### src/rtl/wamp_pkg.sv
`timescale 1ns / 1ps
// wamp_pkg: shared widths, record summary type, register indexes and back-end states
package wamp_pkg;

   // field widths
   localparam int SAMPLE_W    = 16;
   localparam int ZO_W        = 24;
   localparam int VPC_W       = 32;
   localparam int CSR_W       = 32;
   localparam int OUT_W       = 48;
   localparam int RMS_W       = 47;
   localparam int CNT_OUT_W   = 17;

   // record length limit and sample counter
   localparam int MAX_SAMPLES = 65536;
   localparam int CNT_W       = $clog2(MAX_SAMPLES + 1);

   // offset-corrected count, its square (q.12) and the running sums
   localparam int D_W         = SAMPLE_W + 9;
   localparam int SQ_W        = 2 * (D_W - 1) - 4;
   localparam int OSUM_W      = 42;
   localparam int SQSUM_W     = 60;
   localparam int MEAN_W      = D_W + 4;

   // shared multiplier, divider and square root
   localparam int MUL_W       = VPC_W + 1;
   localparam int PROD_W      = 2 * MUL_W;
   localparam int DIV_W       = SQSUM_W;
   localparam int DIV_CNT_W   = $clog2(DIV_W + 1);
   localparam int RAD_W       = SQ_W + 18;
   localparam int ROOT_W      = RAD_W / 2;
   localparam int REM_W       = ROOT_W + 2;
   localparam int STEP_W      = $clog2(ROOT_W);

   // summary queue between front and back
   localparam int QDEPTH      = 2;
   localparam int QPTR_W      = $clog2(QDEPTH);
   localparam int QLVL_W      = $clog2(QDEPTH + 1);

   // configuration registers
   localparam int CSR_IDX_W   = 1;
   localparam logic signed [ZO_W-1:0]  ZO_RESET  = '0;
   localparam logic signed [VPC_W-1:0] VPC_RESET = VPC_W'(32'h0100_0000);

   typedef enum logic [CSR_IDX_W-1:0] {
      CSR_ZERO_OFFSET     = 1'b0,
      CSR_VOLTS_PER_COUNT = 1'b1
   } csr_index_type;

   // statistics of one finished record
   typedef struct packed {
      logic [SAMPLE_W-1:0] max_count;
      logic [SAMPLE_W-1:0] min_count;
      logic [OSUM_W-1:0]   offset_sum;
      logic [SQSUM_W-1:0]  square_sum;
      logic [CNT_W-1:0]    count;
      logic                overflow;
   } record_type;

   typedef enum logic [3:0] {
      BK_IDLE,
      BK_MUL_MAX,
      BK_MUL_MIN,
      BK_MEAN_START,
      BK_MEAN_WAIT,
      BK_MUL_MEAN,
      BK_SQ_WAIT,
      BK_SQRT,
      BK_MUL_RMS,
      BK_FINISH
   } back_state_type;

endpackage

### src/rtl/wamp_queue.sv
`timescale 1ns / 1ps
// wamp_queue: small fifo of record summaries between front and back
module wamp_queue (
   input  logic                          clock,
   input  logic                          reset,
   input  logic                          push,
   input  wamp_pkg::record_type          push_data,
   input  logic                          pop,
   output wamp_pkg::record_type          pop_data,
   output logic                          not_empty,
   output logic [wamp_pkg::QLVL_W-1:0]   level
);

   wamp_pkg::record_type               entry_ff [wamp_pkg::QDEPTH];
   logic [wamp_pkg::QPTR_W-1:0]        wr_ptr_ff, wr_ptr_in;
   logic [wamp_pkg::QPTR_W-1:0]        rd_ptr_ff, rd_ptr_in;
   logic [wamp_pkg::QLVL_W-1:0]        level_ff, level_in;

   // pointer wrap and fill level
   always_comb begin
      wr_ptr_in = wr_ptr_ff;
      rd_ptr_in = rd_ptr_ff;
      level_in  = level_ff;
      if (push) begin
         wr_ptr_in = (wr_ptr_ff == wamp_pkg::QPTR_W'(wamp_pkg::QDEPTH - 1)) ? '0
                                                                        : wr_ptr_ff + 1'b1;
      end
      if (pop) begin
         rd_ptr_in = (rd_ptr_ff == wamp_pkg::QPTR_W'(wamp_pkg::QDEPTH - 1)) ? '0
                                                                        : rd_ptr_ff + 1'b1;
      end
      if (push && !pop) begin
         level_in = level_ff + 1'b1;
      end else if (pop && !push) begin
         level_in = level_ff - 1'b1;
      end
   end

   always_ff @(posedge clock) begin
      if (reset) begin
         wr_ptr_ff <= '0;
         rd_ptr_ff <= '0;
         level_ff  <= '0;
      end else begin
         wr_ptr_ff <= wr_ptr_in;
         rd_ptr_ff <= rd_ptr_in;
         level_ff  <= level_in;
      end
   end

   // entry storage
   always_ff @(posedge clock) begin
      if (push) begin
         entry_ff[wr_ptr_ff] <= push_data;
      end
   end

   assign pop_data  = entry_ff[rd_ptr_ff];
   assign not_empty = (level_ff != '0);
   assign level     = level_ff;

endmodule

### config.mk
export PLATFORM = sky130hd
export DESIGN_NAME = wamp_queue
export DESIGN_NICKNAME = d
export VERILOG_FILES = /design/src/rtl/wamp_pkg.sv /design/src/rtl/wamp_queue.sv
export SDC_FILE = /design/constraint.sdc
export NUM_CORES = 1
export LEC_CHECK = 0
export BUFFER_PORTS_ARGS = -buffer_cell sky130_fd_sc_hd__buf_2
export CORE_MARGIN = 2
export CORE_UTILIZATION = 56
export CTS_CLUSTER_DIAMETER = 40
export DETAILED_ROUTE_END_ITERATION = 8
export GPL_ROUTABILITY_DRIVEN = 0
export PLACE_DENSITY_LB_ADDON = 0.2
export SYNTH_ARGS = -nofsm -noshare
export SYNTH_HDL_FRONTEND = slang
export SYNTH_SLANG_ARGS = --single-unit
### constraint.sdc
create_clock -name clock -period 21 [get_ports clock]
set_input_delay 4.2 -clock clock [delete_from_list [all_inputs] [get_ports clock]]
set_output_delay 4.2 -clock clock [all_outputs]
set_load 0.01 [all_outputs]
==> flow_summary.json, run 1 <==
{
  "clock-skew-final_ps": 8.69,
  "final_cells": 1124,
  "io_buffers": 310,
  "grt-ovfl-total": 0,
  "vias": 5747,
  "synth_seq_cells": 309,
  "synth_area_leaders": "edfxtp_1 (79%), mux2_4 (10%), mux2_2 (7.1%)",
  "cts_hold_buf": 0,
  "wl_per_cell_um": 19.2,
  "antenna_found_initial": 5,
  "die_h_um": 147,
  "cp_data_arrival_time_ps": 3540,
  "switchingPower_uw": 316,
  "tightest_slew_ps": 1160,
  "critical_path_required_ps": 16800,
  "clockBufferDepth": 3,
  "powerDensity_mw_per_mm2": 101,
  "max_freq_mhz": 129,
  "hpwl_um": 14600,
  "finalCriticalPeriod_ps": 7740,
  "area_delta_synth_final_pct": 25.1,
  "grt_pass1_wl_um": 32400,
  "synth.avg_cell_area_sq_um": 23.3,
  "firstDrtPassIters": 5,
  "cts_num_sinks": 309,
  "slew_violations": 0,
  "outcome": "finished clean",
  "synth_warnings": 0,
  "drc": 0,
  "synthesis.nets": 651,
  "cts_tree": "built",
  "power_frac_seq_pct": 50.5,
  "sw_frac_of_total_pct": 21.8,
  "ys_seq_area_share_pct": 80.3,
  "wl_um": 21600,
  "design.core.area_sq_mm": 0.0202,
  "setup_tns_ps": 0,
  "placed_cells": 1062,
  "ios": 311,
  "rows": 52,
  "via_per_inst": 5.11,
  "setup_viol": 0,
  "clk_pin_slew_ps": 50,
  "post_cts_buffers": 0,
  "critical_path.max_fanout": 74,
  "design_area_sq_mm": 0.0144,
  "clockPowerShare_pct": 38.6,
  "hold_viol_final": 0,
  "layout-drive-gt1-share_pct": 61.2,
  "grt_pass1_vias": 6159,
  "maxCapViolations": 0,
  "whs_ps": 516,
  "ant_nets": 0,
  "worst_setup_path_end_kind": "primary output",
  "critPathKind": "reg2out",
  "leakage_uw": 0.00558,
  "dpl_cell_area_sq_mm": 0.0133,
  "p_int_uw": 1130,
  "postCtsResizedCells": 0,
  "max-slew-margin-rel_pct": 22.5,
  "min_path_type": "reg2reg",
  "p_total_uw": 1450,
  "nNetsFinal": 987,
  "die_area_sq_mm": 0.0217,
  "postSynthCellCount": 494,
  "synth_top_area_share_pct": 79.5,
  "synth_cell_types": 17,
  "yosys.area.top_type": "edfxtp_1",
  "drtIter0Drc": 208,
  "start_kind": "flip-flop",
  "cts_buffers": 36,
  "cts_root_buffer": "clkbuf_16",
  "clk_latency_ps": 490,
  "min_period_over_period_pct": 36.9,
  "h-tree-depth": 2,
  "synth_area_sq_mm": 0.0115,
  "grt_max_degree": 81,
  "initial_core_util_pct": 57.0,
  "comb_power_share_pct": 10.8,
  "rsz0062_at_grt": "false",
  "peakVddDrop_mv": 0.0825,
  "die_x_um": 147,
  "grt_usage_pct": 19.5,
  "fillCellCount": 1276
}
==> worst max-delay path: stages, from the launching register on <==
cell,delay (ps)
dfxtp_4,570
buf_4,960
buf_4,880
mux2_2,420
buf_2,140
==> cell usage in the layout, fill, tap and decap left out, drive strengths merged <==
| cell type | netlist | routed |
|---|---|---|
| buf | 17 | 315 |
| clkbuf | 0 | 43 |
| a21oi | 1 | 1 |
| o21ai | 1 | 1 |
| nor2 | 4 | 4 |
| and2 | 1 | 1 |
| or2 | 1 | 1 |
| xnor2 | 2 | 2 |
| clkinvlp | 0 | 6 |
| xor2 | 2 | 2 |
| diode | 0 | 3 |
| ha | 1 | 1 |
| bufinv | 0 | 1 |
| dfxtp | 5 | 5 |
| clkinv | 0 | 6 |
| inv | 1 | 4 |
| edfxtp | 304 | 304 |
| nor2b | 1 | 1 |
| mux2 | 152 | 152 |
| or3 | 1 | 1 |
==> cells in the mapped netlist <==
cell,instances
a21oi_1,1
nor2_1,4
xnor2_1,2
or3_1,1
nor2b_1,1
inv_1,1
buf_6,10
and2_1,1
dfxtp_1,5
or2_2,1
ha_1,1
mux2_2,72
edfxtp_1,304
o21ai_0,1
buf_2,7
mux2_4,80
xor2_1,2
==> final cells by class <==
class                           instances  area (sq um)  area share, %
Clock buffer                           43           948           6.60
Antenna cell                            3          7.51         0.0522
Timing Repair Buffer                  315          1590           11.1
Sequential cell                       309          9230           64.2
Multi-Input combinational cell        167          2120           14.7
Tap cell                              270           338           2.35
Clock inverter                         16           131          0.914
Inverter                                1          3.75         0.0261
==> per-layer routing <==
metal / global-route usage, % / vias to the layer above / share of wire, %
met3: 8.23 / 68 / 10
met1: 21.8 / 2764 / 36
met4: 9.09 / 4 / 3.7
li1: - / 2647 / -
met2: 32.7 / 264 / 50
met5: 0 / - / 0.10
==> path summary, 6_finish.rpt <==
check,slack (ps),cells past startpoint,to,from
max,13260,4,pop_data[151],flip-flop
min,520,2,level[1],level[1]
max reg2reg,17970,3,entry_ff[0][52],wr_ptr_ff
min reg2reg,520,2,level[1],level[1]
==> state kept, by name, indices dropped and copies added (netlist names), named ones only <==
signal     cells
entry_ff     304
rd_ptr_ff      1
level          2
wr_ptr_ff      1
==> power by group through the flow <==
| stage | Sequential, uW | Clock (uW) | Combinational (uW) |
|---|---|---|---|
| 2_1_floorplan | 747 | 0 | 97.3 |
| 5_1_grt | 735 | 596 | 169 |
| 4_1_cts | 733 | 574 | 159 |
| 3_3_place_gp | 742 | 0 | 155 |
| 6_report | 732 | 560 | 157 |
| 3_5_place_dp | 745 | 0 | 159 |
==> stage by stage <==
step                      setup slack (ps)  utilization (%)
after floorplan                       9540                -
after global placement               13790             65.9
after detailed placement             13750             65.9
after CTS                            13210             71.2
after global routing                 13060             71.2
final                                13260             71.2
==> logic make-up (layout without fill, tap and decap cells) <==
kind of cell | Yosys count | in the layout | synth area share (%)
buffers and inverters | 18 | 375 | 1.32
adder cells (fa/ha/maj) | 1 | 1 | 0.109
XOR/XNOR | 4 | 4 | 0.305
AO/OA/AOI/OAI | 2 | 2 | 0.0870
AND/OR/NAND/NOR | 8 | 8 | 0.349
other | 0 | 3 | 0
multiplexers | 152 | 152 | 17.5
flip-flops | 309 | 309 | 80.3
Note: power is estimated with default switching activity, not from simulation.
==> run 2: changes to the inputs <==
Settings changed: CORE_UTILIZATION 56 to 52.
Clock period 21 ns to 7.7 ns, I/O delays scaled along.
==> flow_summary.json, run 2 (same netlist as run 1, synthesis figures left out) <==
{
  "cp_data_arrival_time_ps": 2800,
  "wl_per_cell_um": 19.1,
  "io_buffers": 310,
  "grt_usage_pct": 18.0,
  "clockBufferDepth": 3,
  "die_h_um": 153,
  "layout.cells.most_common_list": "buf_2 (310), edfxtp_1 (304), mux2_4 (80)",
  "cts_num_sinks": 309,
  "min_period_over_period_pct": 56.3,
  "final_common_cell": "buf_2",
  "powerDensity_mw_per_mm2": 278,
  "hold_viol_final": 0,
  "grt_pass1_wl_um": 32500,
  "dpl_cell_area_sq_mm": 0.0133,
  "via_per_inst": 5.07,
  "grt_max_degree": 86,
  "setup_viol": 0,
  "outcome": "finished clean",
  "firstDrtPassIters": 4,
  "post_cts_buffers": 0,
  "whs_ps": 544,
  "finalCriticalPeriod_ps": 4340,
  "max-slew-margin-rel_pct": 24.5,
  "slew_violations": 0,
  "setup_tns_ps": 0,
  "h-tree-depth": 2,
  "clk_pin_slew_ps": 50,
  "drtIter0Drc": 253,
  "rows": 54,
  "utilization_pct": 66.4,
  "largest_reg_flops": 304,
  "vias": 5760,
  "max_freq_mhz": 231,
  "worst_setup_path_end_kind": "primary output",
  "final_cells": 1135,
  "start_kind": "flip-flop",
  "maxCapViolations": 0,
  "ant_nets": 0,
  "rr_worst_depth": 2,
  "tightest_slew_ps": 1130,
  "die_area_sq_mm": 0.0233,
  "largest_register": "entry_ff",
  "regArea_sq_mm": 0.00923,
  "clk_latency_ps": 500,
  "cts_buffers": 34,
  "design.core.area_sq_mm": 0.0218,
  "rsz0062_at_grt": "false",
  "cts_root_buffer": "clkbuf_16",
  "initial_core_util_pct": 52.8,
  "hpwl_um": 14500,
  "critPathKind": "reg2out",
  "postCtsResizedCells": 0,
  "wl_um": 21700,
  "ios": 311,
  "die_x_um": 153,
  "peakVddDrop_mv": 0.245,
  "leakage_uw": 0.00561,
  "layout-drive-gt1-share_pct": 60.9,
  "grt-ovfl-total": 0,
  "fillCellCount": 1478,
  "min_path_cells": 2,
  "design_area_sq_mm": 0.0144,
  "cts_tree": "built",
  "multi_input_area_sq_mm": 0.00212,
  "area_delta_synth_final_pct": 25.7,
  "placed_cells": 1071,
  "nNetsFinal": 984,
  "min_path_type": "reg2reg",
  "drc": 0,
  "critical_path.max_fanout": 85,
  "grt_pass1_vias": 6104,
  "clock-skew-final_ps": 10.7,
  "critical_path_required_ps": 6160,
  "cts_hold_buf": 0,
  "antenna_found_initial": 7
}
run 2: worst paths after layout:
| check | slack (ps) | startpoint | to |
|---|---|---|---|
| max | 3360 | flip-flop | pop_data[25] |
| min | 540 | level[1] | level[1] |
| max reg2reg | 4970 | wr_ptr_ff | entry_ff[1][29] |
| min reg2reg | 540 | level[1] | level[1] |
run 2: area by class of cell:
cell class / instances / share of cell area (%)
multi-input combinational: 167 / 14.7
clock inverter: 19 / 1.32
sequential: 309 / 63.9
timing repair buffer: 314 / 11.0
antenna: 5 / 0.0866
tap: 280 / 2.43
clock buffer: 40 / 6.49
inverter: 1 / 0.0260
run 2: report_power, final:
part | leakage [uW] | internal (uW) | switching [uW] | total (uW)
sequential | 0.00290 | 1970 | 41.2 | 2010
clock | 0.000548 | 999 | 594 | 1590
combinational | 0.00217 | 210 | 206 | 416
total | 0.00561 | 3180 | 841 | 4020
run 2: per-stage QoR:
step / total power, uW / setup slack [ps]
2_1_floorplan: 2300 / 1760
3_3_place_gp: 2450 / 3810
3_5_place_dp: 2460 / 3750
4_1_cts: 4060 / 3340
5_1_grt: 4160 / 3200
6_report: 4020 / 3360
run 2: routing by layer:
layer	GRT usage, %	vias up	part of all wire (%)
met5	0	-	0.097
met4	6.88	4	2.5
met3	5.89	47	7.7
met2	31.3	216	52
met1	20.8	2850	38
li1	-	2643	-
run 2: critical path, stage by stage, from the launching register on:
cell,delay (ps)
dfxtp_4,1050
buf_12,550
mux2_2,400
buf_2,150
==> run 3: changes to the inputs <==
Settings changed: ABC_AREA from default to 1.
Clock period 7.7 ns to 4.5 ns, I/O delays scaled along.
==> flow_summary.json, run 3 <==
{
  "critPathKind": "reg2out",
  "rr_worst_depth": 3,
  "post_cts_buffers": 0,
  "leakage_uw": 0.00567,
  "power_frac_seq_pct": 49.5,
  "clockPowerShare_pct": 40.3,
  "synth_area_sq_mm": 0.0115,
  "grt_pass1_vias": 6192,
  "rows": 54,
  "design.core.area_sq_mm": 0.0218,
  "drtIter0Drc": 326,
  "ys.flop_type": "edfxtp_1",
  "clk_latency_ps": 500,
  "grt-ovfl-total": 0,
  "utilization_pct": 66.7,
  "cts_tree": "built",
  "design_area_sq_mm": 0.0145,
  "peakVddDrop_mv": 0.333,
  "nNetsFinal": 999,
  "io_buffers": 310,
  "clock-skew-final_ps": 15.4,
  "firstDrtPassIters": 4,
  "synth_seq_cells": 309,
  "max_freq_mhz": 337,
  "yosys.area.top_type": "edfxtp_1",
  "start_kind": "flip-flop",
  "die_x_um": 153,
  "reg2reg_slack_ps": 2590,
  "comb_power_share_pct": 10.2,
  "wl_per_cell_um": 18.9,
  "grt_max_degree": 84,
  "vias": 5773,
  "critical_path_required_ps": 3600,
  "setup_tns_ps": 0,
  "synth_top_area_share_pct": 79.3,
  "setup_viol": 0,
  "worst_setup_path_end_kind": "primary output",
  "max-slew-margin-rel_pct": 25.3,
  "area_delta_synth_final_pct": 26.1,
  "cts_buffers": 36,
  "maxCapViolations": 0,
  "hpwl_um": 14500,
  "synthArstFlopShare_pct": 0,
  "antenna_found_initial": 4,
  "r2r-end": "entry_ff[1][150]",
  "min_path_type": "reg2reg",
  "switchingPower_uw": 1460,
  "regToRegStartpoint": "wr_ptr_ff",
  "h-tree-depth": 2,
  "regArea_sq_mm": 0.00923,
  "finalCriticalPeriod_ps": 2970,
  "powerDensity_mw_per_mm2": 470,
  "placed_cells": 1084,
  "via_per_inst": 5.02,
  "grt_pass1_wl_um": 32900,
  "wl_um": 21700,
  "sw_frac_of_total_pct": 21.4,
  "multi_input_area_sq_mm": 0.00211,
  "die_h_um": 153,
  "largest_register": "entry_ff",
  "final_common_cell": "buf_2",
  "synthesis.nets": 662,
  "grt_usage_pct": 18.1,
  "min_period_over_period_pct": 66.0,
  "ios": 311,
  "postCtsResizedCells": 0,
  "synth_compound_area_share_pct": 0.0870,
  "synth_area_leaders": "edfxtp_1 (79%), mux2_4 (10%), mux2_2 (7.0%)",
  "cts_num_sinks": 309,
  "layout.cells.most_common_list": "buf_2 (310), edfxtp_1 (304), mux2_4 (80)",
  "initial_core_util_pct": 52.9,
  "final_cells": 1150,
  "cp_data_arrival_time_ps": 2070,
  "synth.most_common_cell": "edfxtp_1",
  "synthAdderAreaFrac_pct": 0.109,
  "drc": 0,
  "postSynthCellCount": 505,
  "tightest_slew_ps": 1120,
  "dpl_cell_area_sq_mm": 0.0134,
  "fillCellCount": 1485,
  "synth.avg_cell_area_sq_um": 22.8,
  "cts_root_buffer": "clkbuf_16",
  "hold_viol_final": 0,
  "p_int_uw": 5360,
  "rsz0062_at_grt": "false",
  "synth_cell_types": 16,
  "die_area_sq_mm": 0.0233,
  "slew_violations": 0,
  "synth.area.mux_share_pct": 17.5,
  "largest_reg_flops": 304,
  "yosys.area_share.simple_pct": 0.500,
  "cts_hold_buf": 0,
  "synth_top_family_by_area": "multiplexers",
  "synth_warnings": 0,
  "clk_pin_slew_ps": 60,
  "synth_common_cells": "edfxtp_1 (304), mux2_4 (80), mux2_2 (72), buf_6 (10), inv_1 (9)",
  "crit_end": "pop_data[132]",
  "outcome": "finished clean",
  "layout-drive-gt1-share_pct": 60.6,
  "critical_path.max_fanout": 66,
  "ant_nets": 0,
  "synth_edf_count": 304,
  "ys_seq_area_share_pct": 80.2,
  "clockBufferDepth": 3,
  "synth_xor_area_share_pct": 0.0761
}
[run 3: cell count changes in the layout (fill, tap and decap cells not counted), sizes merged, moves of 2 or more]
cell / change
inv: +12
buf: +2
xor2: -2
clkbuf: +2
clkinv: -2
nand2: +6
[run 3: kinds of logic after synthesis]
logic type	Yosys count
mux	152
compound gates	2
fa+ha+maj	1
simple gates	14
xor+xnor	1
buf+inv	26
flops	309
[run 3: critical path, cell delays in order (launching register included)]
cell	delay [ps]
dfxtp_4	510
buf_12	400
mux2_2	430
buf_2	150
[run 3: layout make-up]
| class | instances | area share (%) |
|---|---|---|
| Antenna cell | 4 | 0.0689 |
| Clock buffer | 42 | 6.51 |
| Clock inverter | 20 | 1.37 |
| Inverter | 9 | 0.267 |
| Multi-Input combinational cell | 170 | 14.5 |
| Sequential cell | 309 | 63.6 |
| Tap cell | 280 | 2.41 |
| Timing Repair Buffer | 316 | 11.3 |
[run 3: metrics by stage]
stage	hold WS, ps	setup slack (ps)	power (uW)
after CTS	519	1510	6910
after detailed placement	495	2030	4150
after global placement	496	2070	4120
final	518	1530	6820
after global routing	558	1450	7070
after floorplan	480	90.5	3860
[run 3: routing by layer]
metal	track usage, %	wire length, um	up-vias
li1	-	-	2685
met1	21.9	8400	2798
met2	30.9	10900	252
met3	5.86	1870	38
met4	6.22	536	0
met5	0	0	-
[run 3: power by group through the flow]
stage	clock network, uW	logic [uW]	registers (uW)
2_1_floorplan	0	429	3430
3_3_place_gp	0	688	3430
3_5_place_dp	0	703	3440
4_1_cts	2820	706	3380
5_1_grt	2930	746	3390
6_report	2750	695	3380
[run 3: worst min path at each step]
stage,depth (start not counted),slack [ps],startpoint,end
after CTS,2,520,rd_ptr_ff,rd_ptr_ff
after floorplan,2,480,rd_ptr_ff,flip-flop
after global placement,2,500,rd_ptr_ff,rd_ptr_ff
after global routing,2,560,rd_ptr_ff,rd_ptr_ff
final,2,520,rd_ptr_ff,rd_ptr_ff
after detailed placement,2,500,rd_ptr_ff,flip-flop
